--- config.mk ---
export PLATFORM = sky130hd
export DESIGN_NAME = touch_wheel_direction_tracker
export DESIGN_NICKNAME = d
export VERILOG_FILES = /design/src/hdl/twdt_pkg.sv /design/src/hdl/twdt_front.sv /design/src/hdl/twdt_queue.sv /design/src/hdl/twdt_back.sv /design/src/hdl/touch_wheel_direction_tracker.sv
export SDC_FILE = /design/constraint.sdc
export NUM_CORES = 2
export LEC_CHECK = 0
export BUFFER_PORTS_ARGS = -buffer_cell sky130_fd_sc_hd__clkbuf_2
export CORE_ASPECT_RATIO = 2
export CORE_MARGIN = 2
export CORE_UTILIZATION = 60
export DETAILED_ROUTE_END_ITERATION = 6
export GPL_ROUTABILITY_DRIVEN = 0
export PLACE_DENSITY_LB_ADDON = 0.2
export SYNTH_ARGS = -nofsm -noshare
export SYNTH_HDL_FRONTEND = slang
export SYNTH_SLANG_ARGS = --single-unit
--- constraint.sdc ---
create_clock -name clk -period 13.55 [get_ports clk]
set_clock_uncertainty 0.15 [all_clocks]
set_input_delay 2.71 -clock clk [delete_from_list [all_inputs] [get_ports clk]]
set_output_delay 2.71 -clock clk [all_outputs]
set_load 0.02 [all_outputs]
--- src/hdl/twdt_pkg.sv ---
// Shared constants, codes and tables of the touch wheel direction tracker.
// No dependencies; every other file imports this package.
package twdt_pkg;

  // Default geometry and iteration count
  localparam int COORD_BITS_DEF   = 10;
  localparam int CORDIC_STEPS_DEF = 16;

  // Fixed result widths
  localparam int RAD_BITS = 11;
  localparam int ANG_BITS = 9;
  localparam int EV_BITS  = 3;
  localparam int OP_BITS  = 2;
  localparam int RAD_MAX  = 2047;

  // Packed output: angle_deg, radius_px, zero pad to whole bytes
  localparam int OUT_DATA_BITS = ((ANG_BITS + RAD_BITS + 7) / 8) * 8;

  // Angle arithmetic in 2^-16 scaled degrees
  localparam int FRAC_BITS  = 16;
  localparam int ZW         = 25;
  localparam int QUARTER    = 5898245;
  localparam int HALF       = 11796490;
  localparam int ANGLE_FULL = 360;
  localparam int TAB_LEN    = 24;
  localparam int STEP_BITS  = $clog2(TAB_LEN + 1);

  // round(atan(2^-i) * 57.295827909 * 65536)
  localparam logic [21:0] ATAN_TAB [TAB_LEN] = '{
    22'd2949122, 22'd1740969, 22'd919880, 22'd466945, 22'd234379, 22'd117304,
    22'd58666,   22'd29335,   22'd14668,  22'd7334,   22'd3667,   22'd1833,
    22'd917,     22'd458,     22'd229,    22'd115,    22'd57,     22'd29,
    22'd14,      22'd7,       22'd4,      22'd2,      22'd1,      22'd0
  };

  // Input opcodes
  localparam logic [OP_BITS-1:0] OP_DOWN = 2'd0;
  localparam logic [OP_BITS-1:0] OP_UP   = 2'd1;
  localparam logic [OP_BITS-1:0] OP_MOVE = 2'd2;

  // Item kinds after classification
  localparam logic [1:0] KIND_DOWN = 2'd0;
  localparam logic [1:0] KIND_UP   = 2'd1;
  localparam logic [1:0] KIND_MOVE = 2'd2;
  localparam logic [1:0] KIND_NOP  = 2'd3;

  // Wheel event codes
  localparam logic [EV_BITS-1:0] EV_NONE     = 3'd0;
  localparam logic [EV_BITS-1:0] EV_ACTIVE   = 3'd1;
  localparam logic [EV_BITS-1:0] EV_RELEASED = 3'd2;
  localparam logic [EV_BITS-1:0] EV_CW       = 3'd3;
  localparam logic [EV_BITS-1:0] EV_CCW      = 3'd4;

  // Configuration register indexes
  localparam int CFG_INDEX_BITS = 4;
  localparam logic [CFG_INDEX_BITS-1:0] REG_CENTER_X    = 4'd0;
  localparam logic [CFG_INDEX_BITS-1:0] REG_CENTER_Y    = 4'd1;
  localparam logic [CFG_INDEX_BITS-1:0] REG_MIN_RADIUS  = 4'd2;
  localparam logic [CFG_INDEX_BITS-1:0] REG_WRAP_LINE_Y = 4'd3;

  localparam int CENTER_RESET     = 216;
  localparam int MIN_RADIUS_RESET = 100;
  localparam int WRAP_LINE_RESET  = 216;

  // Items held between front and back
  localparam int QUEUE_DEPTH = 2;

endpackage

--- src/hdl/twdt_front.sv ---
// Front end: accepts touch items, classifies the opcode and forms the
// offsets from the wheel center. Depends on twdt_pkg.
module twdt_front import twdt_pkg::*; #(
  parameter int COORD_BITS = COORD_BITS_DEF,
  localparam int IN_DATA_BITS = ((2 * COORD_BITS + 7) / 8) * 8,
  localparam int ENTRY_BITS = 2 + 2 * COORD_BITS + 2 * (COORD_BITS + 1)
) (
  input  logic                    s_tvalid,
  output logic                    s_tready,
  input  logic [IN_DATA_BITS-1:0] s_tdata,
  input  logic [OP_BITS-1:0]      s_tuser,
  input  logic [COORD_BITS-1:0]   center_x,
  input  logic [COORD_BITS-1:0]   center_y,
  input  logic                    q_full,
  output logic                    q_push,
  output logic [ENTRY_BITS-1:0]   q_data
);

  localparam int DW = COORD_BITS + 1;

  logic [COORD_BITS-1:0] px, py;
  logic [DW-1:0]         dx, dy;
  logic [1:0]            kind;

  assign px = s_tdata[COORD_BITS-1:0];
  assign py = s_tdata[2*COORD_BITS-1:COORD_BITS];

  // dx = x - cx, dy = cy - y (screen y flipped)
  assign dx = {1'b0, px} - {1'b0, center_x};
  assign dy = {1'b0, center_y} - {1'b0, py};

  always_comb begin
    case (s_tuser)
      OP_DOWN: kind = KIND_DOWN;
      OP_UP:   kind = KIND_UP;
      OP_MOVE: kind = KIND_MOVE;
      default: kind = KIND_NOP;
    endcase
  end

  assign s_tready = !q_full;
  assign q_push   = s_tvalid && !q_full;
  assign q_data   = {kind, dy, dx, py, px};

endmodule

--- src/hdl/twdt_queue.sv ---
// Short item queue between front and back ends.
// Depends on twdt_pkg for the default depth.
module twdt_queue import twdt_pkg::*; #(
  parameter int WIDTH = 8,
  parameter int DEPTH = QUEUE_DEPTH
) (
  input  logic             clk,
  input  logic             rst,
  input  logic             push,
  input  logic [WIDTH-1:0] push_data,
  output logic             full,
  input  logic             pop,
  output logic             empty,
  output logic [WIDTH-1:0] head
);

  localparam int PTR_BITS = (DEPTH > 1) ? $clog2(DEPTH) : 1;
  localparam int CNT_BITS = $clog2(DEPTH + 1);

  logic [WIDTH-1:0]    slots [DEPTH];
  logic [PTR_BITS-1:0] wr_ptr, rd_ptr;
  logic [CNT_BITS-1:0] count;

  assign full  = (count == CNT_BITS'(DEPTH));
  assign empty = (count == '0);
  assign head  = slots[rd_ptr];

  always_ff @(posedge clk) begin
    if (push) begin
      slots[wr_ptr] <= push_data;
    end
  end

  always_ff @(posedge clk) begin
    if (rst) begin
      wr_ptr <= '0;
      rd_ptr <= '0;
      count  <= '0;
    end else begin
      if (push) begin
        wr_ptr <= (wr_ptr == PTR_BITS'(DEPTH - 1)) ? '0 : wr_ptr + 1'b1;
      end
      if (pop) begin
        rd_ptr <= (rd_ptr == PTR_BITS'(DEPTH - 1)) ? '0 : rd_ptr + 1'b1;
      end
      if (push && !pop) begin
        count <= count + 1'b1;
      end else if (pop && !push) begin
        count <= count - 1'b1;
      end
    end
  end

endmodule

--- src/hdl/twdt_back.sv ---
// Back end: polar conversion (squares, bit-serial square root, vectoring
// CORDIC), wheel state and event decision, output register. Uses twdt_pkg.
module twdt_back import twdt_pkg::*; #(
  parameter int COORD_BITS = COORD_BITS_DEF,
  parameter int CORDIC_STEPS = CORDIC_STEPS_DEF,
  localparam int ENTRY_BITS = 2 + 2 * COORD_BITS + 2 * (COORD_BITS + 1)
) (
  input  logic                     clk,
  input  logic                     rst,
  input  logic                     q_empty,
  input  logic [ENTRY_BITS-1:0]    q_head,
  output logic                     q_pop,
  input  logic [RAD_BITS-1:0]      min_radius,
  input  logic [COORD_BITS-1:0]    wrap_line_y,
  output logic                     m_tvalid,
  input  logic                     m_tready,
  output logic [OUT_DATA_BITS-1:0] m_tdata,
  output logic [EV_BITS-1:0]       m_tuser
);

  localparam int CB       = COORD_BITS;
  localparam int DW       = CB + 1;
  localparam int RT_BITS  = CB + 1;
  localparam int SUM_BITS = 2 * RT_BITS;
  localparam int CNT_BITS = $clog2(RT_BITS + 1);
  localparam int XW       = CB + FRAC_BITS + 3;
  localparam int RW       = RT_BITS + RAD_BITS;

  localparam logic [2:0] ST_IDLE = 3'd0;
  localparam logic [2:0] ST_SQR  = 3'd1;
  localparam logic [2:0] ST_SUM  = 3'd2;
  localparam logic [2:0] ST_RUN  = 3'd3;
  localparam logic [2:0] ST_FIN  = 3'd4;
  localparam logic [2:0] ST_DEC  = 3'd5;

  logic [2:0] state;

  // Wheel state
  logic [CB-1:0]       prev_x, prev_y;
  logic [ANG_BITS-1:0] prev_wheel_angle, cur_angle;
  logic [RAD_BITS-1:0] cur_radius;
  logic                wheel_on;

  // Head of queue
  logic [1:0]    h_kind;
  logic [DW-1:0] h_dy, h_dx;
  logic [CB-1:0] h_py, h_px, h_ax, h_ay, h_a, h_b;
  logic          h_moved, h_polar;

  assign {h_kind, h_dy, h_dx, h_py, h_px} = q_head;
  assign h_ax    = h_dx[DW-1] ? CB'(~h_dx + 1'b1) : h_dx[CB-1:0];
  assign h_ay    = h_dy[DW-1] ? CB'(~h_dy + 1'b1) : h_dy[CB-1:0];
  assign h_a     = (h_ay > h_ax) ? h_ay : h_ax;
  assign h_b     = (h_ay > h_ax) ? h_ax : h_ay;
  assign h_moved = (h_px != prev_x) || (h_py != prev_y);
  assign h_polar = (h_kind == KIND_DOWN) || (h_kind == KIND_UP) ||
                   ((h_kind == KIND_MOVE) && h_moved);

  // Item registers
  logic [1:0]    kind;
  logic [CB-1:0] px, py, ax, ay;
  logic          dx_neg, dy_neg, swapped, polar;

  // Square root datapath
  logic [2*CB-1:0]     prod_x, prod_y;
  logic [SUM_BITS-1:0] sum_sh;
  logic [RT_BITS-1:0]  root, rem;
  logic [CNT_BITS-1:0] sq_cnt;
  logic [RT_BITS+1:0]  rem_raw, trial;
  logic                sqrt_done;

  assign rem_raw   = {rem, sum_sh[SUM_BITS-1 -: 2]};
  assign trial     = {root, 2'b01};
  assign sqrt_done = (sq_cnt == CNT_BITS'(RT_BITS));

  // CORDIC datapath
  logic signed [XW-1:0] cx, cy, xs, ys;
  logic signed [ZW-1:0] cz, tab_z, z_cl, phi1, phi2;
  logic [STEP_BITS-1:0] step;
  logic                 cordic_done;

  assign xs          = cx >>> step;
  assign ys          = cy >>> step;
  assign tab_z       = $signed(ZW'(ATAN_TAB[step]));
  assign cordic_done = (step == STEP_BITS'(CORDIC_STEPS)) || (cy == '0);

  // Final angle and radius
  logic [7:0]          deg8;
  logic [ANG_BITS-1:0] ang_new;
  logic [RW-1:0]       root_ext;
  logic [RAD_BITS-1:0] rad_new;

  always_comb begin
    if (cz[ZW-1]) begin
      z_cl = '0;
    end else if (cz > $signed(ZW'(ATAN_TAB[0]))) begin
      z_cl = $signed(ZW'(ATAN_TAB[0]));
    end else begin
      z_cl = cz;
    end
    phi1 = swapped ? $signed(ZW'(QUARTER)) - z_cl : z_cl;
    phi2 = dx_neg ? $signed(ZW'(HALF)) - phi1 : phi1;
    deg8 = phi2[FRAC_BITS+7:FRAC_BITS];
    if (dy_neg && (deg8 != 8'd0)) begin
      ang_new = ANG_BITS'(ANGLE_FULL) - {1'b0, deg8};
    end else begin
      ang_new = {1'b0, deg8};
    end
    root_ext = RW'(root);
    rad_new  = (root_ext > RW'(RAD_MAX)) ? RAD_BITS'(RAD_MAX) : root_ext[RAD_BITS-1:0];
  end

  // Event decision on the updated angle and radius
  logic [EV_BITS-1:0] ev;
  logic               out_free, dir_hit, over_min;

  assign out_free = !m_tvalid || m_tready;
  assign over_min = (cur_radius > min_radius);
  assign dir_hit  = polar && (cur_angle != prev_wheel_angle) && over_min;

  always_comb begin
    ev = EV_NONE;
    case (kind)
      KIND_DOWN: if (over_min) ev = EV_ACTIVE;
      KIND_UP:   if (wheel_on) ev = EV_RELEASED;
      KIND_MOVE: begin
        if (dir_hit) begin
          if (cur_angle > prev_wheel_angle && py > wrap_line_y && py > prev_y) begin
            ev = EV_CCW;
          end else if (cur_angle < prev_wheel_angle && py < wrap_line_y &&
                       py < prev_y) begin
            ev = EV_CW;
          end else if (cur_angle > prev_wheel_angle) begin
            ev = EV_CCW;
          end else begin
            ev = EV_CW;
          end
        end
      end
      default: ev = EV_NONE;
    endcase
  end

  assign q_pop = (state == ST_IDLE) && !q_empty;

  // Datapath registers
  always_ff @(posedge clk) begin
    case (state)
      ST_IDLE: begin
        if (!q_empty) begin
          kind    <= h_kind;
          px      <= h_px;
          py      <= h_py;
          ax      <= h_ax;
          ay      <= h_ay;
          dx_neg  <= h_dx[DW-1];
          dy_neg  <= h_dy[DW-1];
          swapped <= (h_ay > h_ax);
          polar   <= h_polar;
          cx      <= $signed(XW'({h_a, {FRAC_BITS{1'b0}}}));
          cy      <= $signed(XW'({h_b, {FRAC_BITS{1'b0}}}));
          cz      <= '0;
          step    <= '0;
        end
      end
      ST_SQR: begin
        prod_x <= ax * ax;
        prod_y <= ay * ay;
      end
      ST_SUM: begin
        sum_sh <= SUM_BITS'(prod_x) + SUM_BITS'(prod_y);
        root   <= '0;
        rem    <= '0;
        sq_cnt <= '0;
      end
      ST_RUN: begin
        if (!cordic_done) begin
          if (!cy[XW-1]) begin
            cx <= cx + ys;
            cy <= cy - xs;
            cz <= cz + tab_z;
          end else begin
            cx <= cx - ys;
            cy <= cy + xs;
            cz <= cz - tab_z;
          end
          step <= step + 1'b1;
        end
        if (!sqrt_done) begin
          if (rem_raw >= trial) begin
            rem  <= RT_BITS'(rem_raw - trial);
            root <= {root[RT_BITS-2:0], 1'b1};
          end else begin
            rem  <= RT_BITS'(rem_raw);
            root <= {root[RT_BITS-2:0], 1'b0};
          end
          sum_sh <= sum_sh << 2;
          sq_cnt <= sq_cnt + 1'b1;
        end
      end
      default: ;
    endcase
    if (state == ST_DEC && out_free) begin
      m_tuser <= ev;
      m_tdata <= OUT_DATA_BITS'({cur_radius, cur_angle});
    end
  end

  // Control and wheel state
  always_ff @(posedge clk) begin
    if (rst) begin
      state            <= ST_IDLE;
      m_tvalid         <= 1'b0;
      prev_x           <= '0;
      prev_y           <= '0;
      prev_wheel_angle <= '0;
      cur_angle        <= '0;
      cur_radius       <= '0;
      wheel_on         <= 1'b0;
    end else begin
      if (state == ST_DEC && out_free) begin
        m_tvalid <= 1'b1;
      end else if (m_tready) begin
        m_tvalid <= 1'b0;
      end
      case (state)
        ST_IDLE: if (!q_empty) state <= h_polar ? ST_SQR : ST_DEC;
        ST_SQR:  state <= ST_SUM;
        ST_SUM:  state <= ST_RUN;
        ST_RUN:  if (cordic_done && sqrt_done) state <= ST_FIN;
        ST_FIN: begin
          cur_angle  <= ang_new;
          cur_radius <= rad_new;
          state      <= ST_DEC;
        end
        ST_DEC: begin
          if (out_free) begin
            state <= ST_IDLE;
            if (polar) begin
              prev_x <= px;
              prev_y <= py;
            end
            if (kind == KIND_DOWN && over_min) begin
              prev_wheel_angle <= cur_angle;
              wheel_on         <= 1'b1;
            end
            if (kind == KIND_UP) begin
              wheel_on <= 1'b0;
            end
            if (kind == KIND_MOVE && dir_hit) begin
              prev_wheel_angle <= cur_angle;
            end
          end
        end
        default: state <= ST_IDLE;
      endcase
    end
  end

endmodule

--- src/hdl/touch_wheel_direction_tracker.sv ---
// Touch wheel direction tracker, top level: configuration registers, front
// end, item queue and back end. Depends on twdt_pkg, twdt_front, twdt_queue, twdt_back.
// Path: a touch down, touch up or changed move passes from the queue through the
// squares, their sum, the shared CORDIC/square-root loop, final angle and radius and
// the event decision to m_tvalid; a repeated move or unknown opcode skips to the
// decision. The back end starts an item only once the last has reached m_tvalid.
// Reset (rst, synchronous): wheel state and queue cleared, registers to defaults.
module touch_wheel_direction_tracker import twdt_pkg::*; #(
  parameter int COORD_BITS   = COORD_BITS_DEF,
  parameter int CORDIC_STEPS = CORDIC_STEPS_DEF,
  localparam int IN_DATA_BITS = ((2 * COORD_BITS + 7) / 8) * 8,
  localparam int CFG_BITS = (COORD_BITS > RAD_BITS) ? COORD_BITS : RAD_BITS
) (
  input  logic                      clk,
  input  logic                      rst,
  // Input items
  input  logic                      s_tvalid,
  output logic                      s_tready,
  input  logic [IN_DATA_BITS-1:0]   s_tdata,   // x_pos, y_pos, zero pad
  input  logic [OP_BITS-1:0]        s_tuser,   // opcode
  // Result items
  output logic                      m_tvalid,
  input  logic                      m_tready,
  output logic [OUT_DATA_BITS-1:0]  m_tdata,   // angle_deg, radius_px, zero pad
  output logic [EV_BITS-1:0]        m_tuser,   // wheel_event
  // Configuration writes
  input  logic                      cfg_valid,
  output logic                      cfg_ready,
  input  logic [CFG_INDEX_BITS-1:0] cfg_index,
  input  logic [CFG_BITS-1:0]       cfg_data
);

  localparam int ENTRY_BITS = 2 + 2 * COORD_BITS + 2 * (COORD_BITS + 1);

  // Configuration registers; write them only while no item is in flight,
  // so no item sees a half-updated set.
  logic [COORD_BITS-1:0] center_x, center_y, wrap_line_y;
  logic [RAD_BITS-1:0]   min_radius;

  assign cfg_ready = 1'b1;

  always_ff @(posedge clk) begin
    if (rst) begin
      center_x    <= COORD_BITS'(CENTER_RESET);
      center_y    <= COORD_BITS'(CENTER_RESET);
      min_radius  <= RAD_BITS'(MIN_RADIUS_RESET);
      wrap_line_y <= COORD_BITS'(WRAP_LINE_RESET);
    end else if (cfg_valid && cfg_ready) begin
      case (cfg_index)
        REG_CENTER_X:    center_x    <= cfg_data[COORD_BITS-1:0];
        REG_CENTER_Y:    center_y    <= cfg_data[COORD_BITS-1:0];
        REG_MIN_RADIUS:  min_radius  <= cfg_data[RAD_BITS-1:0];
        REG_WRAP_LINE_Y: wrap_line_y <= cfg_data[COORD_BITS-1:0];
        default: ;  // unknown index: ignored
      endcase
    end
  end

  // Front end: classify and form center offsets
  logic                  q_push, q_full, q_pop, q_empty;
  logic [ENTRY_BITS-1:0] q_data, q_head;

  twdt_front #(
    .COORD_BITS (COORD_BITS)
  ) u_front (
    .s_tvalid (s_tvalid),
    .s_tready (s_tready),
    .s_tdata  (s_tdata),
    .s_tuser  (s_tuser),
    .center_x (center_x),
    .center_y (center_y),
    .q_full   (q_full),
    .q_push   (q_push),
    .q_data   (q_data)
  );

  // Queue lets the front keep taking items while the back iterates
  twdt_queue #(
    .WIDTH (ENTRY_BITS),
    .DEPTH (QUEUE_DEPTH)
  ) u_queue (
    .clk       (clk),
    .rst       (rst),
    .push      (q_push),
    .push_data (q_data),
    .full      (q_full),
    .pop       (q_pop),
    .empty     (q_empty),
    .head      (q_head)
  );

  // Back end: polar conversion, wheel state, output register
  twdt_back #(
    .COORD_BITS   (COORD_BITS),
    .CORDIC_STEPS (CORDIC_STEPS)
  ) u_back (
    .clk         (clk),
    .rst         (rst),
    .q_empty     (q_empty),
    .q_head      (q_head),
    .q_pop       (q_pop),
    .min_radius  (min_radius),
    .wrap_line_y (wrap_line_y),
    .m_tvalid    (m_tvalid),
    .m_tready    (m_tready),
    .m_tdata     (m_tdata),
    .m_tuser     (m_tuser)
  );

endmodule

==> results by group <==
Timing
  – Hold violation count in the final report: 0
  – Setup violations, final: 0
  – WHS: about 310 ps
  – Final period util: 0.563
  – Final setup TNS: 0 ps
  – RSZ-0062 raised after global routing: no
  – Least-Margin Pin Slew: about 1300 ps
  – Slew headroom: 0.150
  – Max-slew violation count: 0
  – Achievable Freq: 131 MHz
  – Min Tclk post-route: between 7000 and 8000 ps

CTS
  – CTS H-tree lvls: 2
  – CTS Buf Count: 41
  – Post-CTS sizing: 0
  – Post CTS Setup Buffer Count: 0
  – Clock Tree Buf Depth: 3
  – CTS clk-pin slew, worst paths: around 70 ps
  – TritonCTS clock tree: yes
  – Clock latency on the worst-skew pair: between 500 and 600 ps
  – Hold_buf cts: 0
  – CTS root buf: clkbuf_16
  – Num Clock Sinks: approximately 420

Logic synthesis
  – Distinct cells, synth: slightly below 90
  – Mapped Area: ~34000 um2
  – Post-synth EDFFs: 331
  – Sequential share of the synthesized area: 0.346
  – Synth Flop Type: edfxtp_1
  – Yosys Warn Count: 0
  – Mean Syn Cell Area: between 9 and 10 um2
  – Async SR Flop Fraction: 0
  – Synth Instances: 3483
  – Seq cells post-synth: 421

Critical path
  – Worst R2R End: u_back.cy[25]
  – Worst r2r src: u_back.step[0]
  – CP Data Required Time: approximately 14000 ps
  – Crit end category: flop
  – Maximum fanout along the worst path: 44
  – WP data arrival: 7790 ps
  – Crit Path Class: reg2reg
  – Reg2reg setup slack: approximately 5900 ps
  – Reg2reg path depth: 20
  – Crit path launch type: flop

Global route
  – Initial antenna violation count: 2
  – Overall routing resource usage: 0.317
  – Largest net degree at the start of global routing: 92
  – First-pass GRT wire length: 145 mm
  – Global route overflow: 0
  – Met2 usage: 0.574
  – Vias in the first global route: 28400
  – Global Route met3 Usage: 0.0572
  – GRT Max-Usage Layer: met2
  – Met1 usage: 0.309

Routing
  – DR WL/cell: approximately 21 um
  – Drt total wl: 91.0 mm
  – Vias after detailed routing: roughly 27000
  – Drt pass-1 iters: 7
  – Routed vias/inst: between 6 and 7
  – Initial DRC Count: roughly 2000
  – DRC Markers: 5
  – Post-DRT Antenna Nets: 0

Placed design
  – Number of I/O port buffers: 66
  – DP Wirelength: between 60 and 70 mm

Hold path
  – WHS Endpoint: u_back.prev_y[3]
  – Hold Path Class: reg2reg
  – Hold Crit Depth: 2
  – HP Start: u_back.prev_y[3]

Layout
  – Final nets: roughly 3900
  – Share of post-route cells with drive strength above 1: 0.0977
  – Final Util: 0.645
  – Area Growth Syn to Fin: 6.52%
  – Leading cell type in the layout, fill and taps excluded: edfxtp_1
  – Commonest non-fill, non-tap cells in the layout: edfxtp_1 (331), nor2_1 (318), inv_1 (289)

Die
  – Die width: ~170 um
  – Die area: about 59000 um2
  – Die height: 340 um
  – IO Count: 76
  – Core Footprint: about 56000 um2
  – Initial core utilization: 0.606
  – # rows: roughly 120

Run status
  – Status: finished, violations left
  – Failing checks: DRC

Flow run
  – MaxCap Viol Count: 0
## critical path, stage by stage (launching register included)
cell,delay (ps)
edfxtp_1,350
buf_4,410
buf_4,680
mux4_2,680
mux4_2,520
mux2i_1,260
ha_1,190
nor2_1,40
a21oi_1,260
ha_1,290
a21o_1,170
a21o_1,220
a2111oi_0,800
o31ai_1,300
o41a_1,410
a211o_1,270
o211ai_1,240
o31ai_1,200
o41ai_1,590
xor2_1,190
o21ai_0,80
## metrics by stage
stage | instances | worst slack (ps) | instance area (um2)
2_1_floorplan | 3486 | 6490 | 33900
3_3_place_gp | 4164 | 6100 | 34800
3_5_place_dp | 4164 | 6020 | 34800
4_1_cts | 4238 | 5930 | 36100
5_1_grt | 4239 | 5410 | 36100
6_report | 4241 | 5920 | 36100
## worst max-delay path by stage
stage                        start             to  slack, ps  cells after the start
finish              u_back.step[0]  u_back.cy[25]       5920                     20
global route        u_back.step[0]  u_back.cy[25]       5410                     20
CTS                 u_back.step[0]  u_back.cy[25]       5930                     20
detailed placement  u_back.step[0]  u_back.cy[25]       6020                     20
global placement    u_back.step[0]  u_back.cy[25]       6100                     20
floorplan           u_back.step[0]  u_back.cz[24]       6490                     29
## state kept, by name (all words and copies together), names as in the netlist, 11 cells and up, named ones only
name / flops
u_back.prod_x: 19
u_back.prod_y: 19
u_back.sum_sh: 22
u_back.cx: 29
min_radius: 11
u_back.cz: 25
u_back.cy: 29
u_back.m_tdata: 20
u_back.rad_new: 11
u_queue.slots: 88
u_back.rem: 11
u_back.cur_radius: 11
## cell type report
type | instances | area (um2)
fillers | 4597 | 19900
clock buffers | 46 | 1060
flip-flops and latches | 421 | 11700
well taps | 750 | 938
clock inverters | 28 | 258
inverters | 294 | 1100
multi-input cells | 2607 | 20500
diodes | 2 | 5.00
repair buffers | 93 | 533
## cell families after synthesis
kind of cell,share of synthesized area
compound gates,0.138
xor+xnor,0.0648
fa+ha+maj,0.157
buf+inv,0.0522
flops,0.346
mux,0.0962
other cells,0.000221
simple gates,0.145
## per-layer routing
metal  vias to the layer above  wire length (um)
met1                     13000             29400
li1                      12400                 -
met3                       500              5150
met2                      1167             47800
met5                         -                25
met4                         4              8650
## synth_stat cells (all sizes together) (6+ instances only)
library cell / count / area [um2]
fa: 98 / 1960
o32ai: 8 / 70.1
edfxtp: 331 / 9940
a31o: 8 / 70.1
nor2: 321 / 1200
a31oi: 36 / 225
dfxtp: 90 / 1800
and3: 25 / 156
mux2i: 82 / 821
o31ai: 15 / 126
o21bai: 21 / 158
xor2: 97 / 850
a211oi: 28 / 210
inv: 291 / 1090
nand3: 65 / 330
o22ai: 8 / 50.1
mux2: 51 / 574
a2111oi: 10 / 95.1
or3: 20 / 125
o21ai: 154 / 771
a21boi: 12 / 90.1
nor4: 13 / 81.3
and4: 10 / 87.6
or4: 6 / 45.0
nor3: 70 / 370
o211ai: 15 / 113
nor2b: 33 / 206
xnor2: 154 / 1350
nand2: 272 / 1020
nor3b: 8 / 60.1
mux4: 83 / 1870
and2: 97 / 607
or2: 16 / 103
o21a: 40 / 300
ha: 270 / 3380
o2111ai: 8 / 70.1
a21o: 43 / 323
a211o: 22 / 193
nand2b: 34 / 213
o41ai: 9 / 97.6
nand4: 24 / 150
buf: 46 / 224
a21oi: 243 / 1220
clkbuf: 118 / 443
Power is not shown: default switching activity piles up to over one toggle a cycle in this logic, so the estimate is an artifact.
